<file path="config.mk">
export PLATFORM = sky130hd
export DESIGN_NAME = periodic_timer_table_core
export DESIGN_NICKNAME = d
export VERILOG_FILES = /design/src/hdl/ptt_pkg.sv /design/src/hdl/periodic_timer_table_core.sv /design/src/hdl/ptt_cell.sv /design/src/hdl/ptt_ctrl.sv
export SDC_FILE = /design/constraint.sdc
export NUM_CORES = 1
export LEC_CHECK = 0
export CORE_UTILIZATION = 40
export DETAILED_ROUTE_END_ITERATION = 16
export DONT_BUFFER_PORTS = 1
export PLACE_DENSITY = 0.63
export SLEW_MARGIN = 20
export SYNTH_ARGS = -nofsm -noshare
export SYNTH_HDL_FRONTEND = slang
export SYNTH_SLANG_ARGS = --single-unit
export TNS_END_PERCENT = 5
</file>
<file path="constraint.sdc">
create_clock -name clock -period 3.5 [get_ports clock]
set_clock_uncertainty 0.1 [all_clocks]
set_input_delay 0.525 -clock clock [delete_from_list [all_inputs] [get_ports clock]]
set_output_delay 0.525 -clock clock [all_outputs]
set_load 0.02 [all_outputs]
</file>
<file path="src/hdl/ptt_pkg.sv">
// ----------------------------------------------------------------------------
// ptt_pkg: shared definitions for the periodic timer table
// Operation and result codes, field widths, default sizes and the control
// struct that the sequencer broadcasts to the row of timer cells.
// ----------------------------------------------------------------------------
package ptt_pkg;

   // field widths of the request and response beats
   localparam int OP_W   = 2;
   localparam int IVL_W  = 16;
   localparam int SLOT_W = 3;
   localparam int KIND_W = 3;

   // default sizing
   localparam int NUM_SLOTS_DEF  = 8;
   localparam int COUNT_BITS_DEF = 16;

   // request operations
   localparam logic [OP_W-1:0] OP_SET       = 2'd0;
   localparam logic [OP_W-1:0] OP_CLEAR     = 2'd1;
   localparam logic [OP_W-1:0] OP_TICK      = 2'd2;
   localparam logic [OP_W-1:0] OP_CLEAR_ALL = 2'd3;

   // response kinds
   localparam logic [KIND_W-1:0] KIND_SET_OK     = 3'd0;
   localparam logic [KIND_W-1:0] KIND_NO_SPACE   = 3'd1;
   localparam logic [KIND_W-1:0] KIND_FIRED      = 3'd2;
   localparam logic [KIND_W-1:0] KIND_CLEAR_DONE = 3'd3;
   localparam logic [KIND_W-1:0] KIND_TICK_DONE  = 3'd4;

   // controls shared by every cell in the row
   typedef struct packed {
      logic scan_set;   // walking token looks for a free slot
      logic scan_tick;  // walking token advances each active countdown
      logic clear_all;  // drop every slot
   } ptt_bcast_type;

endpackage

</file>
<file path="src/hdl/periodic_timer_table_core.sv">
// ----------------------------------------------------------------------------
// periodic_timer_table_core: table of periodic timer slots
// A row of timer cells walked by a scan token. Set claims the lowest free
// slot, clear frees one or all slots, tick advances every active countdown
// and reports each expiring slot in ascending order.
//
//   channel   ports                                    handshake
//   request   req_op, req_interval, req_slot           start & !busy
//   response  rsp_kind, rsp_slot_index, rsp_last       rsp_strobe, 1 cycle
//
// Clear and clear-all: busy never rises; the response beat is registered
// and appears in the cycle after acceptance. Tick: busy until the token
// has left the row. Set: busy until a slot is claimed, or until the token
// leaves a full table. The token moves one cell per cycle along the row.
// Reset clears all slots and the sequencer. The response side cannot stall.
// ----------------------------------------------------------------------------
module periodic_timer_table_core
   import ptt_pkg::*;
#(
   parameter int NUM_SLOTS  = NUM_SLOTS_DEF,
   parameter int COUNT_BITS = COUNT_BITS_DEF
) (
   input  logic              clock,
   input  logic              reset,
   input  logic              start,
   output logic              busy,
   input  logic [OP_W-1:0]   req_op,
   input  logic [IVL_W-1:0]  req_interval,
   input  logic [SLOT_W-1:0] req_slot,
   output logic              rsp_strobe,
   output logic [KIND_W-1:0] rsp_kind,
   output logic [SLOT_W-1:0] rsp_slot_index,
   output logic              rsp_last
);

   ptt_bcast_type         bcast;
   logic                  launch;
   logic [NUM_SLOTS-1:0]  clear_vec;
   logic [COUNT_BITS-1:0] ivl;
   logic [NUM_SLOTS:0]    tok_chain;
   logic [NUM_SLOTS-1:0]  hit_vec;
   logic                  cell_hit;

   ptt_ctrl #(
      .NUM_SLOTS  (NUM_SLOTS),
      .COUNT_BITS (COUNT_BITS)
   ) u_ctrl (
      .clock          (clock),
      .reset          (reset),
      .start          (start),
      .busy           (busy),
      .req_op         (req_op),
      .req_interval   (req_interval),
      .req_slot       (req_slot),
      .rsp_strobe     (rsp_strobe),
      .rsp_kind       (rsp_kind),
      .rsp_slot_index (rsp_slot_index),
      .rsp_last       (rsp_last),
      .bcast          (bcast),
      .launch         (launch),
      .clear_vec      (clear_vec),
      .ivl            (ivl),
      .cell_hit       (cell_hit)
   );

   // token enters the row at slot zero
   assign tok_chain[0] = launch;

   // row of slot cells
   for (genvar g = 0; g < NUM_SLOTS; g++) begin : g_cell
      ptt_cell #(
         .COUNT_BITS (COUNT_BITS)
      ) u_cell (
         .clock   (clock),
         .reset   (reset),
         .bcast   (bcast),
         .tok_i   (tok_chain[g]),
         .tok_o   (tok_chain[g+1]),
         .clear_i (clear_vec[g]),
         .ivl_i   (ivl),
         .hit_o   (hit_vec[g])
      );
   end

   assign cell_hit = |hit_vec;

`ifndef SYNTH
   // at most one cell acts on the token per cycle
   a_one_hit: assert property (@(posedge clock) disable iff (reset)
      $onehot0(hit_vec))
      else $error("more than one cell hit in a cycle");

   // a fire beat never closes its request
   a_fire_not_last: assert property (@(posedge clock) disable iff (reset)
      (rsp_strobe && rsp_kind == KIND_FIRED) |-> !rsp_last)
      else $error("fire beat marked last");

   // a closing beat arrives only after the sequencer went idle
   a_last_idle: assert property (@(posedge clock) disable iff (reset)
      (rsp_strobe && rsp_last) |-> $past(busy) || !busy || $past(start))
      else $error("last beat while scan still running");

   // accepted clear answers in the next cycle
   a_clear_resp: assert property (@(posedge clock) disable iff (reset)
      (start && !busy && (req_op == OP_CLEAR || req_op == OP_CLEAR_ALL))
      |=> (rsp_strobe && rsp_kind == KIND_CLEAR_DONE && rsp_last))
      else $error("clear not answered");

   // no token lives in the row while idle
   a_idle_no_tok: assert property (@(posedge clock) disable iff (reset)
      (!busy && !$past(busy)) |-> !cell_hit)
      else $error("cell hit while idle");
`endif

endmodule

</file>
<file path="src/hdl/ptt_cell.sv">
// ----------------------------------------------------------------------------
// ptt_cell: one timer slot
// Holds the active flag, period and countdown of a slot. A scan token
// enters from the lower neighbor into the token register, is acted on there
// and moves on to the upper neighbor; a claiming cell swallows the token.
// ----------------------------------------------------------------------------
module ptt_cell
   import ptt_pkg::*;
#(
   parameter int COUNT_BITS = COUNT_BITS_DEF
) (
   input  logic                  clock,
   input  logic                  reset,
   input  ptt_bcast_type         bcast,
   input  logic                  tok_i,
   output logic                  tok_o,
   input  logic                  clear_i,
   input  logic [COUNT_BITS-1:0] ivl_i,
   output logic                  hit_o
);

   logic                  tok_ff;
   logic                  active_ff, active_in;
   logic [COUNT_BITS-1:0] period_ff, period_in;
   logic [COUNT_BITS-1:0] remain_ff, remain_in;
   logic                  claim;
   logic                  fire;
   logic                  step;

   // token actions in this cell
   assign claim = tok_ff & bcast.scan_set & ~active_ff;
   assign step  = tok_ff & bcast.scan_tick & active_ff;
   assign fire  = step & (remain_ff == '0);
   assign hit_o = claim | fire;
   assign tok_o = tok_ff & ~claim;

   // slot state update
   always_comb begin
      active_in = active_ff;
      period_in = period_ff;
      remain_in = remain_ff;
      if (bcast.clear_all || clear_i) begin
         active_in = 1'b0;
      end else if (claim) begin
         active_in = 1'b1;
         period_in = ivl_i;
         remain_in = ivl_i - COUNT_BITS'(1);
      end else if (step) begin
         remain_in = fire ? (period_ff - COUNT_BITS'(1)) : (remain_ff - COUNT_BITS'(1));
      end
   end

   // control flops
   always_ff @(posedge clock) begin
      if (reset) begin
         tok_ff    <= 1'b0;
         active_ff <= 1'b0;
      end else begin
         tok_ff    <= tok_i;
         active_ff <= active_in;
      end
   end

   // slot payload
   always_ff @(posedge clock) begin
      period_ff <= period_in;
      remain_ff <= remain_in;
   end

endmodule

</file>
<file path="src/hdl/ptt_ctrl.sv">
// ----------------------------------------------------------------------------
// ptt_ctrl: request sequencer and response register
// Takes request beats, launches the scan token into the cell row, follows
// the token position with a counter and registers at most one response beat
// per cycle.
// ----------------------------------------------------------------------------
module ptt_ctrl
   import ptt_pkg::*;
#(
   parameter int NUM_SLOTS  = NUM_SLOTS_DEF,
   parameter int COUNT_BITS = COUNT_BITS_DEF
) (
   input  logic                  clock,
   input  logic                  reset,
   input  logic                  start,
   output logic                  busy,
   input  logic [OP_W-1:0]       req_op,
   input  logic [IVL_W-1:0]      req_interval,
   input  logic [SLOT_W-1:0]     req_slot,
   output logic                  rsp_strobe,
   output logic [KIND_W-1:0]     rsp_kind,
   output logic [SLOT_W-1:0]     rsp_slot_index,
   output logic                  rsp_last,
   output ptt_bcast_type         bcast,
   output logic                  launch,
   output logic [NUM_SLOTS-1:0]  clear_vec,
   output logic [COUNT_BITS-1:0] ivl,
   input  logic                  cell_hit
);

   localparam int IDX_W = $clog2(NUM_SLOTS + 1);

   // sequencer states
   localparam logic ST_IDLE = 1'b0;
   localparam logic ST_SCAN = 1'b1;

   logic                  state_ff, state_in;
   logic [IDX_W-1:0]      idx_ff, idx_in;
   logic                  set_ff, set_in;
   logic [COUNT_BITS-1:0] ivl_ff, ivl_in;
   logic                  strobe_ff, strobe_in;
   logic [KIND_W-1:0]     kind_ff, kind_in;
   logic [SLOT_W-1:0]     sidx_ff, sidx_in;
   logic                  last_ff, last_in;
   logic                  accept;
   logic                  end_step;
   logic [COUNT_BITS-1:0] ivl_mask;

   assign busy     = (state_ff == ST_SCAN);
   assign accept   = start & ~busy;
   assign end_step = (idx_ff == IDX_W'(NUM_SLOTS));
   assign ivl_mask = COUNT_BITS'(req_interval);
   assign ivl      = ivl_ff;

   // broadcast controls
   assign launch          = accept & ((req_op == OP_SET) | (req_op == OP_TICK));
   assign bcast.scan_set  = busy & set_ff;
   assign bcast.scan_tick = busy & ~set_ff;
   assign bcast.clear_all = accept & (req_op == OP_CLEAR_ALL);

   // single-slot clear decode, slots beyond the field range never match
   always_comb begin
      for (int i = 0; i < NUM_SLOTS; i++) begin
         clear_vec[i] = accept && (req_op == OP_CLEAR) && (i < (1 << SLOT_W))
                        && (req_slot == SLOT_W'(i));
      end
   end

   // sequencing and response selection
   always_comb begin
      state_in  = state_ff;
      idx_in    = idx_ff;
      set_in    = set_ff;
      ivl_in    = ivl_ff;
      strobe_in = 1'b0;
      kind_in   = kind_ff;
      sidx_in   = sidx_ff;
      last_in   = last_ff;
      if (state_ff == ST_IDLE) begin
         if (accept) begin
            case (req_op)
               OP_SET, OP_TICK: begin
                  state_in = ST_SCAN;
                  idx_in   = '0;
                  set_in   = (req_op == OP_SET);
                  ivl_in   = (ivl_mask == '0) ? COUNT_BITS'(1) : ivl_mask;
               end
               OP_CLEAR: begin
                  strobe_in = 1'b1;
                  kind_in   = KIND_CLEAR_DONE;
                  sidx_in   = req_slot;
                  last_in   = 1'b1;
               end
               default: begin
                  strobe_in = 1'b1;
                  kind_in   = KIND_CLEAR_DONE;
                  sidx_in   = '0;
                  last_in   = 1'b1;
               end
            endcase
         end
      end else begin
         idx_in = idx_ff + IDX_W'(1);
         if (end_step) begin
            // token has left the row
            state_in  = ST_IDLE;
            strobe_in = 1'b1;
            kind_in   = set_ff ? KIND_NO_SPACE : KIND_TICK_DONE;
            sidx_in   = '0;
            last_in   = 1'b1;
         end else if (cell_hit) begin
            strobe_in = 1'b1;
            kind_in   = set_ff ? KIND_SET_OK : KIND_FIRED;
            sidx_in   = SLOT_W'(idx_ff);
            last_in   = set_ff;
            if (set_ff) begin
               state_in = ST_IDLE;
            end
         end
      end
   end

   // control flops
   always_ff @(posedge clock) begin
      if (reset) begin
         state_ff  <= ST_IDLE;
         strobe_ff <= 1'b0;
      end else begin
         state_ff  <= state_in;
         strobe_ff <= strobe_in;
      end
   end

   // payload flops
   always_ff @(posedge clock) begin
      idx_ff  <= idx_in;
      set_ff  <= set_in;
      ivl_ff  <= ivl_in;
      kind_ff <= kind_in;
      sidx_ff <= sidx_in;
      last_ff <= last_in;
   end

   assign rsp_strobe     = strobe_ff;
   assign rsp_kind       = kind_ff;
   assign rsp_slot_index = sidx_ff;
   assign rsp_last       = last_ff;

endmodule
</file>
Word-level counts from Yosys, hierarchy flattened
Index checks and enable logic that the tools add are counted.
W data, S select, Z words.

word-level totals
  register bits after elaboration = 302
  bits of input ports = 24
  output and inout bits = 9
  logic and storage cells = 279

cells by class
  add/subtract/negate cells = 18
  equal/unequal tests = 13
  muxes and demuxes = 55
  bitwise gates (word level) = 86
  reductions and logical operators = 67

operator list
  kind                     count
  $mux W16                 24
  $sub A16 B1 Y16 const B  17
  $logic_not A16 Y1        9
  $and A1 B1 Y1            52
  $reduce_and A2 Y1        17
  $mux W3                  10
  $not A1 Y1               25
  $reduce_bool A2 Y1       10
  $reduce_or A2 Y1         9
  $mux W1                  16
  $eq A3 B3 Y1 const B     4
  $mux W4                  3
  $logic_and A1 B1 Y1      9
  $or A1 B1 Y1             9
  $logic_or A1 B1 Y1       8
  $reduce_or A8 Y1         1
  $eq A3 B2 Y1 const B     2
  $pmux W3 S2              1
  $reduce_and A3 Y1        2
  $add A4 B1 Y4 const B    1
  $eq A2 B2 Y1 const B     2
  $eq A4 B4 Y1 const B     1
  $eq A3 B1 Y1 const B     1
  $logic_not A3 Y1         1
  other kinds (5)          5

Longest topological paths before layout
Gate-level depths: netlist (run 1).

  depth in word-level cells = 10
  gate-level depth with buffers = 14
  mapped depth without buffers = 11

By module
From an unflattened synthesis (run 1), not the netlist that was laid out.

second synthesis, totals
  cells, all modules = 1432
  area total of the unflattened synthesis = 16544.6 µm²

by module, submodules not included
  module                     times used  cells each  area an instance (µm²)  seq. area each (µm²)
  ptt_cell                   8           165         1901.8                  1001.0
  ptt_ctrl                   1           109         1313.8                  880.8
  periodic_timer_table_core  1           3           16.3                    0.0

Worst setup path before layout (run 1)
No wires, ideal clock.

  kind = reg2reg
  start point = register u_ctrl.set_ff
  end point = register g_cell[5].u_cell.remain_ff[12], data pin
  setup time = 0.169 ns
  arrival = 3.207 ns
  data required time = 3.231 ns
  path slack = 0.023 ns
  cell stages (with the launch flop) = 14
  path buffers = 2
  clock period less this slack = 3.477 ns
  cells stage by stage = edfxtp_1 > buf_2 > nand4b_1 > nor3_1 > and2_1 > buf_4 > a21oi_1 > ha_1 > or3b_2 > or2_2 > nor4_1 > nand2_1 > o21a_1 > o31ai_1

between the ends
  longest elaborated chain between the ends = 8
  elaborated cells on any way between the ends = 11
  those cells by class = 3 x mux; 8 x bitwise

RTL lines
  item                        line             text
  start, declared             ptt_ctrl.sv:39   logic set_ff, set_in;
  start signal, assigned      ptt_ctrl.sv:137  set_ff <= set_in;
  $not A1 Y1                  ptt_ctrl.sv:58   assign bcast.scan_tick = busy & ~set_ff;
  $and A1 B1 Y1               ptt_ctrl.sv:58
  $and A1 B1 Y1 (2 in a row)  ptt_cell.sv:32   assign step = tok_ff & bcast.scan_tick & active_ff;
  $and A1 B1 Y1               ptt_cell.sv:33   assign fire = step & (remain_ff == '0);
  $mux W16                    ptt_cell.sv:49   remain_in = fire ? (period_ff - COUNT_BITS'(1)) : (remain_ff - COUNT_BITS'(1));
  $mux W16                    ptt_cell.sv:48   end else if (step) begin
  $mux W16 (*)                ptt_cell.sv:44   end else if (claim) begin
  end signal, assigned        ptt_cell.sv:67   remain_ff <= remain_in;
  end, declared               ptt_cell.sv:25   logic [COUNT_BITS-1:0] remain_ff, remain_in;

Mark *: on every way between the ends. The rest lies on a longest branch, timed or not. The select of a mux whose other input is x is not followed.
A chain may end at the register's enable or synchronous reset.

Final worst setup path (run 1)
  start point = register u_ctrl.state_ff, in the netlist u_ctrl.busy
  end point = register g_cell[0].u_cell.remain_ff[14], data pin

between the ends
  longest elaborated chain between the ends = 7
  elaborated cells on any way between the ends = 10
  those cells by class = 3 x mux; 7 x bitwise

RTL lines
  item                        line             text
  start, declared             ptt_ctrl.sv:37   logic state_ff, state_in;
  start signal, assigned      ptt_ctrl.sv:129  state_ff <= state_in;
  $and A1 B1 Y1               ptt_ctrl.sv:58
  $and A1 B1 Y1 (2 in a row)  ptt_cell.sv:32
  $and A1 B1 Y1               ptt_cell.sv:33
  $mux W16                    ptt_cell.sv:49
  $mux W16                    ptt_cell.sv:48
  $mux W16 (*)                ptt_cell.sv:44
  end signal, assigned        ptt_cell.sv:67
  end, declared               ptt_cell.sv:25

Marks and branches as above.

==> PnR_summary.wiki, run 1 <==
{| class="wikitable"
! Metric !! Value
|-
| Result of the run || completed
|-
| Post-synth EDFFs || 284
|-
| Number of buffers created by CTS || 35
|-
| Post-synthesis sequential element count || ~300
|-
| Wire length on met2 || about 23 mm
|-
| CTS tree || done
|-
| HPWL after detailed placement || 36.0 mm
|-
| Setup WS post-layout || 134 ps
|-
| Area Overhead vs Synth || 15.4%
|-
| Starting utilization of the core area || 0.406
|-
| Worst relative slew slack || 0.327
|-
| Drt drc || 0
|-
| Netlist area before placement || ~0.017 sq mm
|-
| Number of I/O port buffers || 0
|-
| Placed Cells || roughly 2100
|-
| Average size of a mapped cell || approximately 11 sq um
|-
| Beginning of the critical path || u_ctrl.busy$_SDFF_PP0_
|-
| Final estimated routing congestion in global placement || ~0.95
|-
| Least-Margin Pin Slew || 1000 ps
|-
| Net count of the mapped netlist || around 1600
|-
| Max Clk Rate || 297 MHz
|-
| Net count, final || approximately 1700
|-
| CTS sink cnt || a little over 300
|-
| IO Count || 33
|-
| Req. time, crit path || roughly 3600 ps
|-
| Max IR drop VDD || ~0.33 mV
|-
| Placeable core area || approximately 0.04 sq mm
|-
| Power Density || between 400 and 500 mW/mm^2
|-
| Number of distinct standard cells referenced by the synthesized netlist || around 90
|-
| Total overflow reported by the global router || 0
|-
| Antenna violations before repair || 1
|-
| Drt pass-1 iters || 6
|-
| Most instantiated flip-flop cell in the synthesis netlist || sky130_fd_sc_hd__edfxtp_1
|-
| FP Rows || 74
|-
| Average wire length per cell after detail routing || 24.0 um
|-
| Number of global-route vias before repair || 13000
|-
| Seq. cell area || 0.00889 sq mm
|-
| Worst min-delay path class || in2reg
|-
| Power after layout || 0.00845 W
|-
| Startpoint kind of the worst setup timing path || register
|-
| Gate count after technology mapping || 1556
|-
| Overall via count from detail_route || between 10000 and 15000
|-
| RR Startpoint || u_ctrl.busy$_SDFF_PP0_
|-
| Final Cycle Share || 0.962
|-
| Highest metal used || met4
|-
| H-tree levels || 2
|-
| # fillers || between 3000 and 4000
|-
| Vias per Instance || approximately 6.3
|-
| RSZ-0062 raised after global routing || no
|-
| Die Ht || between 200 and 250 um
|-
| Leakage dissipation || between 6 and 7 nW
|-
| Sequential-to-total area share from yosys stat || 0.535
|-
| Number of maximum-capacitance violations || 0
|-
| Length of routed met3 wiring || between 4 and 5 mm
|-
| Number of warning messages in the yosys log || 0
|-
| Largest fanout on the critical path || 21
|-
| Hold violation total from the final report || 0
|-
| Area of the die || between 0.04 and 0.05 sq mm
|-
| Placement Setup Slack || approximately 70 ps
|-
| CP Class || reg2reg
|-
| Post-CTS Setup Inserts || 0
|-
| DIE WIDTH || roughly 210 um
|-
| Number of endpoints failing setup at the final stage || 0
|-
| Final Max Slew Viols || 0
|-
| Fraction of synthesis flops using an asynchronous set or reset pin || 0
|-
| Met1 wire length || ~22 mm
|-
| Worst-case clock buffer depth || 3
|-
| Total negative slack for setup checks || 0 ps
|-
| Launch instance of the worst min-delay path || req_op[1]
|-
| Total inserted antenna cells || 0
|-
| Area taken by multi-input logic gates || about 0.0073 sq mm
|-
| Maximum number of pins on one net before global-route repair || 31
|-
| Worst setup EP type || register
|-
| Global-route wire length before repair || 79.5 mm
|-
| Tot GR Track Use || 0.250
|-
| Total Routed Length || approximately 53 mm
|-
| Min cycle time layout || approximately 3400 ps
|-
| Worst Hold Margin || around 80 ps
|-
| Number of DRC violations after detailed-routing iteration 0 || between 1500 and 2000
|-
| Non-Filler Instances || around 2200
|-
| Post-route antenna net violation count || 0
|-
| Proportion of layout cells with a drive suffix above 1 || 0.137
|-
| Root buffer cell || sky130_fd_sc_hd__clkbuf_16
|-
| Clock transition time at the flip-flop clock pins of the worst setup and hold paths || roughly 60 ps
|-
| Data arrival at the endpoint of the critical path || around 3500 ps
|-
| Clk_lat worst skew || approximately 530 ps
|}
-- power breakdown --
| group | total, W | leakage [nW] | internal [W] | switching, W |
|---|---|---|---|---|
| combinational | 0.000442 | 3.21 | 0.000131 | 0.000311 |
| sequential | 0.00406 | 2.71 | 0.00399 | 0.0000685 |
| clock | 0.00395 | 0.599 | 0.00247 | 0.00148 |
-- logic make-up (layout without fill, tap and decap cells) --
family,after synthesis,count (layout),synth area share
compound gates,416,416,0.163
xor+xnor,90,90,0.0483
buf+inv,111,217,0.0276
fa+ha+maj,11,11,0.00828
flops,302,302,0.535
mux,37,37,0.0224
simple gates,589,589,0.195
-- critical path: stages (launching register included) --
cell and delay, ps:
sky130_fd_sc_hd__dfxtp_1 380, sky130_fd_sc_hd__buf_4 150, sky130_fd_sc_hd__buf_4 260, sky130_fd_sc_hd__nand4b_1 340, sky130_fd_sc_hd__or4_1 640, sky130_fd_sc_hd__nor2_4 150
sky130_fd_sc_hd__a21oi_1 90, sky130_fd_sc_hd__ha_1 240, sky130_fd_sc_hd__nor2b_1 160, sky130_fd_sc_hd__nand3_1 90, sky130_fd_sc_hd__a31oi_1 90, sky130_fd_sc_hd__nand4_1 170
sky130_fd_sc_hd__xnor2_1 120, sky130_fd_sc_hd__mux2i_1 90
-- cell usage after synthesis, types with 30 or more instances --
| cell type | number | area [sq um] |
|---|---|---|
| sky130_fd_sc_hd__nor2_1 | 116 | 435 |
| sky130_fd_sc_hd__inv_1 | 34 | 128 |
| sky130_fd_sc_hd__xnor2_1 | 58 | 508 |
| sky130_fd_sc_hd__xor2_1 | 30 | 263 |
| sky130_fd_sc_hd__mux2i_1 | 35 | 350 |
| sky130_fd_sc_hd__clkbuf_1 | 52 | 195 |
| sky130_fd_sc_hd__nor3_1 | 80 | 400 |
| sky130_fd_sc_hd__a21oi_1 | 113 | 566 |
| sky130_fd_sc_hd__nand2_1 | 120 | 450 |
| sky130_fd_sc_hd__nand3_1 | 31 | 155 |
| sky130_fd_sc_hd__nor4_1 | 36 | 225 |
| sky130_fd_sc_hd__edfxtp_1 | 284 | 8530 |
| sky130_fd_sc_hd__o21ai_0 | 70 | 350 |
| sky130_fd_sc_hd__a31oi_1 | 68 | 425 |
-- per-layer routing --
metal,vias to the layer above,global-route usage
met3,114,0.0418
met1,6748,0.353
li1,6193,-
met4,0,0.0935
met2,723,0.383
met5,-,0
-- area by class of cell --
class | instances | share of cell area
sequential | 302 | 0.464
multi-input combinational | 1143 | 0.381
clock buffer | 44 | 0.0502
timing repair buffer | 122 | 0.0499
tap | 532 | 0.0347
clock inverter | 17 | 0.0140
inverter | 34 | 0.00666
-- flip-flops by register name, summed over array words and instances, names as in the netlist, 3 cells and up --
| name | count |
|---|---|
| g_cell.u_cell.period_ff | 128 |
| g_cell.u_cell.remain_ff | 128 |
| u_ctrl.ivl | 16 |
| g_cell.u_cell.active_ff | 8 |
| g_cell.u_cell.tok_ff | 8 |
| u_ctrl.idx_ff | 4 |
| u_ctrl.rsp_kind | 3 |
| u_ctrl.rsp_slot_index | 3 |
-- through the flow --
stage,util,cell area (sq um)
final,0.468,19200
after global routing,0.468,19200
after CTS,0.468,19100
after detailed placement,0.434,17800
after global placement,0.434,17800
after floorplan,-,16600
-- repair_timing --
item | CTS | global route
endpoints found under the hold margin | 32 | 0
hold buffers | 16 | 0
endpoints found under the setup margin | 0 | 6
gates resized for setup | 0 | 5
-- final timing paths --
kind	end	slack (ps)	cells after the start
worst min-delay path	u_ctrl.set_ff$_DFFE_PP_	80	1
worst max-delay path	g_cell[0].u_cell.remain_ff[14]$_DFFE_PP_	130	13
worst min register to register	g_cell[1].u_cell.tok_ff$_SDFF_PP0_	410	1
worst max register to register	g_cell[0].u_cell.remain_ff[14]$_DFFE_PP_	130	13
-- cell usage in the layout, fill, tap and decap left out, types with 11 or more instances in the layout --
cell                            synthesis  layout
sky130_fd_sc_hd__a211oi_1              12      12
sky130_fd_sc_hd__a21oi_1              113     112
sky130_fd_sc_hd__a31oi_1               68      68
sky130_fd_sc_hd__and2_1                12      12
sky130_fd_sc_hd__and3_1                15      15
sky130_fd_sc_hd__buf_4                  1     106
sky130_fd_sc_hd__clkbuf_16              0      37
sky130_fd_sc_hd__dfxtp_1               18      18
sky130_fd_sc_hd__dlygate4sd3_1          0      16
sky130_fd_sc_hd__edfxtp_1             284     284
sky130_fd_sc_hd__ha_1                  11      11
sky130_fd_sc_hd__inv_1                 34      34
sky130_fd_sc_hd__mux2i_1               35      35
sky130_fd_sc_hd__nand2_1              120     120
sky130_fd_sc_hd__nand2b_1              13      13
sky130_fd_sc_hd__nand3_1               31      31
sky130_fd_sc_hd__nor2_1               116     116
sky130_fd_sc_hd__nor3_1                80      80
sky130_fd_sc_hd__nor3b_1               12      11
sky130_fd_sc_hd__nor4_1                36      36
sky130_fd_sc_hd__o211ai_1              17      17
sky130_fd_sc_hd__o21ai_0               70      70
sky130_fd_sc_hd__o31ai_1               13      13
sky130_fd_sc_hd__or2_2                 26      26
sky130_fd_sc_hd__or3_1                 29      29
sky130_fd_sc_hd__or4_1                 28      28
sky130_fd_sc_hd__xnor2_1               58      58
sky130_fd_sc_hd__xor2_1                30      30
Power figures use the tool's default switching activity.
==> inputs of run 2 (changes only) <==
--- a/config.mk
+++ b/config.mk
@@ -8,6 +8,8 @@
 export CORE_UTILIZATION = 40
 export DETAILED_ROUTE_END_ITERATION = 16
 export DONT_BUFFER_PORTS = 1
+export GPL_ROUTABILITY_DRIVEN = 0
+export MAX_ROUTING_LAYER = met4
 export PLACE_DENSITY = 0.63
 export SLEW_MARGIN = 20
 export SYNTH_ARGS = -nofsm -noshare
==> run 2 against run 1 <==
  * Core utilization down 0.13 points
  * Critical path type unchanged
  * Register-to-register slack better by 30 ps
  * Total power down 2.0%
  * Sequential share of layout area up 0.13 points
  * Critical path depth down 1
  * Global-route usage up 0.11 points
  * Sequential cell count unchanged
  * Final area down 0.27%
  * Die area unchanged
==> PnR_summary.wiki, run 2 (synthesis gave the netlist of run 1 again) <==
{| class="wikitable"
! Metric !! Value
|-
| CTS tree || done
|-
| Number of maximum-capacitance violations || 0
|-
| Max IR drop VDD || 0.443 mV
|-
| Number of global-route vias before repair || 12700
|-
| Area Overhead vs Synth || 15.1%
|-
| Largest fanout on the critical path || 16
|-
| Depth of the worst hold-timing path || 1
|-
| Final Max Slew Viols || 0
|-
| CP Class || reg2reg
|-
| Proportion of layout cells with a drive suffix above 1 || 0.137
|-
| Max Clk Rate || roughly 300 MHz
|-
| H-tree levels || 2
|-
| RR Startpoint || u_ctrl.set_ff$_DFFE_PP_
|-
| Number of endpoints failing setup at the final stage || 0
|-
| Drt drc || 0
|-
| Area of the die || around 0.042 sq mm
|-
| Leakage dissipation || between 6 and 7 nW
|-
| HPWL after detailed placement || ~35 mm
|-
| Most common cell after layout, fill and taps aside || sky130_fd_sc_hd__edfxtp_1
|-
| Internal power || between 0.006 and 0.007 W
|-
| Power after layout || roughly 0.0083 W
|-
| Maximum number of pins on one net before global-route repair || 31
|-
| Min cycle time layout || about 3300 ps
|-
| Part of the total power dissipated in sequential elements || 0.489
|-
| Worst relative slew slack || 0.285
|-
| Power share of the combinational group || 0.054
|-
| Crit path largest cell delay || 470 ps
|-
| Tot GR Track Use || 0.251
|-
| Req. time, crit path || 3630 ps
|-
| Leading cell types in the layout, fill and taps excluded || sky130_fd_sc_hd__edfxtp_1, sky130_fd_sc_hd__nand2_1, sky130_fd_sc_hd__nor2_1, sky130_fd_sc_hd__a21oi_1, sky130_fd_sc_hd__buf_4
|-
| Antenna violations before repair || 3
|-
| Final Cycle Share || 0.952
|-
| Number of cells traversed by the worst register-to-register path || 12
|-
| Net switching fraction of the power || 0.223
|-
| Data arrival at the endpoint of the critical path || 3460 ps
|-
| Total overflow reported by the global router || 0
|-
| Number of DRC violations after detailed-routing iteration 0 || 1741
|-
| Launch instance of the worst min-delay path || reset
|-
| Number of buffers created by CTS || 34
|-
| Critical-path top delay cell || sky130_fd_sc_hd__or3b_2
|-
| Net count, final || roughly 1700
|-
| Clock transition time at the flip-flop clock pins of the worst setup and hold paths || about 60 ps
|-
| Placed Cells || roughly 2100
|-
| Die Ht || 206 um
|-
| Overall via count from detail_route || roughly 14000
|-
| Root buffer cell || sky130_fd_sc_hd__clkbuf_16
|-
| Worst setup slack for register-to-register paths || approximately 170 ps
|-
| Result of the run || completed
|-
| Setup WS post-layout || 167 ps
|-
| Worst-case clock buffer depth || 3
|-
| Vias per Instance || ~6.3
|-
| FP Rows || 74
|-
| Cells along the critical path || buf_12, nand2b_1, nor4_1, and3_1, a21oi_1, ha_1, or3b_2, o21bai_1, a2111oi_2, buf_4, xor2_1, mux2i_1
|-
| Clk_lat worst skew || 540 ps
|-
| Global-route wire length before repair || 77.6 mm
|-
| DIE WIDTH || just over 200 um
|-
| Worst Hold Margin || 52.2 ps
|-
| Total Routed Length || 51.4 mm
|-
| Starting utilization of the core area || 0.406
|-
| Power Density || roughly 430 mW/mm^2
|-
| Total negative slack for setup checks || 0 ps
|-
| Worst setup EP type || register
|-
| Least-Margin Pin Slew || around 1100 ps
|-
| Hold violation total from the final report || 0
|-
| Post-route antenna net violation count || 0
|-
| Drt pass-1 iters || 6
|-
| Switching pwr || 0.00185 W
|-
| CTS sink cnt || around 300
|-
| Total inserted antenna cells || 0
|-
| Number of I/O port buffers || 0
|-
| IO Count || 33
|-
| Placement Setup Slack || 149 ps
|-
| Beginning of the critical path || u_ctrl.set_ff$_DFFE_PP_
|-
| Non-Filler Instances || around 2200
|-
| Startpoint kind of the worst setup timing path || register
|-
| Worst min-delay path class || in2reg
|-
| Placeable core area || 0.0409 sq mm
|-
| RSZ-0062 raised after global routing || no
|-
| Clock share of power || 0.456
|-
| Average wire length per cell after detail routing || approximately 23 um
|}
run 2: routing by layer:
metal,vias up,GRT usage,part of all wire
met3,118,0.0507,0.11
met1,6649,0.345,0.43
li1,6211,-,-
met4,0,0.0882,0.035
met2,800,0.366,0.43
met5,-,-,0
run 2: area by class of cell:
type	instances	area, sq um
fillers	3744	21800
flip-flops and latches	302	8890
multi-input cells	1143	7300
clock buffers	44	962
repair buffers	120	953
well taps	532	666
clock inverters	18	215
inverters	34	128
run 2: repair_timing:
action                                  in CTS  in global routing
endpoints found under the setup margin       0                  5
buffers inserted                             0                  0
resized for setup                            0                  4
hold buffers                                16                  0
endpoints found under the hold margin       31                  0
run 2: worst paths after layout:
check / endpoint
setup / recovery: g_cell[6].u_cell.remain_ff[8]$_DFFE_PP_
hold / removal: u_ctrl.busy$_SDFF_PP0_
setup reg to reg: g_cell[6].u_cell.remain_ff[8]$_DFFE_PP_
hold reg to reg: g_cell[6].u_cell.tok_ff$_SDFF_PP0_
run 2: critical path, delay by kind of cell, from the launching register on:
family / cells / cell delay [ps]
xor+xnor: 1 / 130
mux: 1 / 80
fa+ha+maj: 1 / 220
buf+inv: 2 / 350
simple gates: 4 / 930
compound gates: 3 / 810
flops: 1 / 390
run 2: metrics by stage:
| step | util | area [sq um] |
|---|---|---|
| 4_1_cts | 0.467 | 19100 |
| 6_report | 0.467 | 19100 |
| 3_3_place_gp | 0.434 | 17800 |
| 3_5_place_dp | 0.434 | 17800 |
| 2_1_floorplan | - | 16600 |
| 5_1_grt | 0.467 | 19100 |
run 2: power groups by stage:
| stage | clock network, W | registers [W] | logic (W) |
|---|---|---|---|
| 2_1_floorplan | 0 | 0.00413 | 0.000179 |
| 3_3_place_gp | 0 | 0.00413 | 0.000419 |
| 3_5_place_dp | 0 | 0.00413 | 0.000422 |
| 4_1_cts | 0.00383 | 0.00405 | 0.000440 |
| 5_1_grt | 0.00397 | 0.00406 | 0.000466 |
| 6_report | 0.00378 | 0.00405 | 0.000451 |
==> inputs of run 3 (changes only) <==
--- a/config.mk
+++ b/config.mk
@@ -5,14 +5,15 @@
 export SDC_FILE = /design/constraint.sdc
 export NUM_CORES = 1
 export LEC_CHECK = 0
-export CORE_UTILIZATION = 40
+export CORE_UTILIZATION = 45
 export DETAILED_ROUTE_END_ITERATION = 16
 export DONT_BUFFER_PORTS = 1
 export GPL_ROUTABILITY_DRIVEN = 0
 export MAX_ROUTING_LAYER = met4
-export PLACE_DENSITY = 0.63
+export PLACE_DENSITY = 0.69
 export SLEW_MARGIN = 20
 export SYNTH_ARGS = -nofsm -noshare
 export SYNTH_HDL_FRONTEND = slang
+export SYNTH_HIERARCHICAL = 1
 export SYNTH_SLANG_ARGS = --single-unit
 export TNS_END_PERCENT = 5
==> run 3 against run 2 <==
  * Via count decreased by 11%
  * Sequential cell count unchanged
  * Clock-buffer cell count increased by 9
  * Routed wire length decreased by 15%
==> PnR_summary.wiki, run 3 <==
{| class="wikitable"
! Metric !! Value
|-
| Part of the total power dissipated in sequential elements || 0.526
|-
| Met1 wire length || about 19 mm
|-
| Global-route wire length before repair || 67.9 mm
|-
| Gate count after technology mapping || ~1400
|-
| Net count of the mapped netlist || around 1500
|-
| Max Clk Rate || slightly above 300 MHz
|-
| Vias per Instance || between 6 and 7
|-
| Antenna violations before repair || 0
|-
| Overall via count from detail_route || 12300
|-
| Post-route antenna net violation count || 0
|-
| Number of DRC violations after detailed-routing iteration 0 || 1160
|-
| IO Count || 33
|-
| Switching pwr || 0.00157 W
|-
| Number of maximum-capacitance violations || 0
|-
| Leakage dissipation || about 6.7 nW
|-
| Post-layout instance area || ~0.019 sq mm
|-
| Placeable core area || roughly 0.036 sq mm
|-
| Least-Margin Pin Slew || 1220 ps
|-
| Number of I/O port buffers || 0
|-
| Req. time, crit path || about 3700 ps
|-
| Data arrival at the endpoint of the critical path || between 3000 and 4000 ps
|-
| Number of warning messages in the yosys log || 6
|-
| Count of instances resized after the clock tree is built || 0
|-
| Clk_lat worst skew || approximately 510 ps
|-
| Worst setup EP type || register
|-
| Drt drc || 0
|-
| Average wire length per cell after detail routing || about 22 um
|-
| CTS sink cnt || just over 300
|-
| Tot GR Track Use || 0.237
|-
| Min cycle time layout || around 3300 ps
|-
| Startpoint kind of the worst setup timing path || register
|-
| # fillers || roughly 3100
|-
| Net switching fraction of the power || 0.205
|-
| Worst relative slew slack || 0.185
|-
| Leading cell types in the layout, fill and taps excluded || sky130_fd_sc_hd__edfxtp_1, sky130_fd_sc_hd__nand2_1, sky130_fd_sc_hd__mux2i_1, sky130_fd_sc_hd__o21ai_0, sky130_fd_sc_hd__nand3_1
|-
| Final Max Slew Viols || 0
|-
| Number of global-route vias before repair || ~12000
|-
| Most common cell after layout, fill and taps aside || sky130_fd_sc_hd__edfxtp_1
|-
| Final Cycle Share || 0.941
|-
| Net count, final || about 1500
|-
| H-tree levels || 2
|-
| Result of the run || completed
|-
| Length of routed met3 wiring || 3.79 mm
|-
| Power share of the combinational group || 0.021
|-
| Total inserted antenna cells || 0
|-
| Die Ht || slightly below 200 um
|-
| Share of the core filled with cells in the final layout || 0.516
|-
| Highest metal used || met4
|-
| DIE WIDTH || 194 um
|-
| Number of buffers created by CTS || 34
|-
| Area of the die || approximately 0.038 sq mm
|-
| Total negative slack for setup checks || 0 ps
|-
| Total overflow reported by the global router || 0
|-
| Clock share of power || 0.452
|-
| Worst-case clock buffer depth || 3
|-
| Wire length on met2 || 19.3 mm
|-
| Max IR drop VDD || between 0.3 and 0.4 mV
|-
| Proportion of layout cells with a drive suffix above 1 || 0.156
|-
| Largest fanout on the critical path || 25
|-
| Drt pass-1 iters || 5
|-
| Maximum number of pins on one net before global-route repair || 26
|-
| Number of endpoints failing setup at the final stage || 0
|-
| Worst min-delay path class || in2reg
|-
| CTS tree || done
|-
| Area Overhead vs Synth || 11.9%
|-
| Netlist area before placement || 0.0165 sq mm
|-
| Root buffer cell || sky130_fd_sc_hd__clkbuf_16
|-
| Starting utilization of the core area || 0.462
|-
| Worst Hold Margin || 99.7 ps
|-
| Average size of a mapped cell || between 10 and 15 sq um
|-
| Post-Place Cell Area || 0.0172 sq mm
|-
| Power Density || between 400 and 500 mW/mm^2
|-
| Hold violation total from the final report || 0
|-
| Clock transition time at the flip-flop clock pins of the worst setup and hold paths || approximately 60 ps
|-
| FP Rows || 69
|-
| Post-CTS Setup Inserts || 0
|-
| HPWL after detailed placement || between 20 and 30 mm
|-
| Internal power || between 0.006 and 0.007 W
|-
| RSZ-0062 raised after global routing || no
|-
| Total Routed Length || roughly 44 mm
|-
| CP Class || reg2reg
|}
-- run 3: what timing repair did --
item,4_1_cts,5_1_grt
setup endpoints to repair,0,2
endpoints found under the hold margin,33,0
hold buffers,16,0
-- run 3: cell type report --
type	instances	area, sq um	area share
well taps	461	577	0.0312
clock buffers	53	1060	0.0571
flip-flops and latches	302	8890	0.480
multi-input cells	1054	7380	0.399
inverters	27	101	0.00548
clock inverters	8	32.5	0.00176
repair buffers	52	468	0.0253
-- run 3: critical path, cell delays in order (launching register included) --
cell	delay (ps)
sky130_fd_sc_hd__edfxtp_1	460
sky130_fd_sc_hd__and2_4	410
sky130_fd_sc_hd__nand3b_4	380
sky130_fd_sc_hd__mux2_2	350
sky130_fd_sc_hd__o311ai_1	120
sky130_fd_sc_hd__a311oi_2	400
sky130_fd_sc_hd__nand4_1	230
sky130_fd_sc_hd__or3_1	370
sky130_fd_sc_hd__a31o_1	220
-- run 3: final timing paths --
check | startpoint | to | slack, ps | cells past startpoint
worst max-delay path | u_ctrl/set_ff$_DFFE_PP_ | g_cell[1].u_cell/remain_ff[10]$_DFFE_PP_ | 210 | 8
worst min-delay path | req_op[0] | u_ctrl/set_ff$_DFFE_PP_ | 100 | 1
worst max register to register | u_ctrl/set_ff$_DFFE_PP_ | g_cell[1].u_cell/remain_ff[10]$_DFFE_PP_ | 210 | 8
worst min register to register | g_cell[1].u_cell/active_ff$_SDFFE_PP0P_ | g_cell[1].u_cell/active_ff$_SDFFE_PP0P_ | 470 | 2
-- run 3: power by group through the flow --
stage	clock network [W]	registers, W	logic (W)
6_report	0.00346	0.00402	0.000163
5_1_grt	0.00366	0.00402	0.000174
3_3_place_gp	0	0.00409	0.000137
3_5_place_dp	0	0.00410	0.000139
4_1_cts	0.00353	0.00402	0.000158
2_1_floorplan	0	0.00407	0.0000712
-- run 3: metal layers --
metal / vias up / global-route usage
li1: 5613 / -
met1: 6045 / 0.327
met2: 528 / 0.351
met3: 90 / 0.0433
met4: 0 / 0.0797
met5: - / -
-- run 3: metrics by stage --
step | cells | setup WS (ps) | power, W
3_5_place_dp | 1879 | 222 | 0.00423
6_report | 1957 | 205 | 0.00764
4_1_cts | 1956 | 203 | 0.00771
2_1_floorplan | 1431 | 63.9 | 0.00414
3_3_place_gp | 1879 | 373 | 0.00423
5_1_grt | 1957 | 33.8 | 0.00785
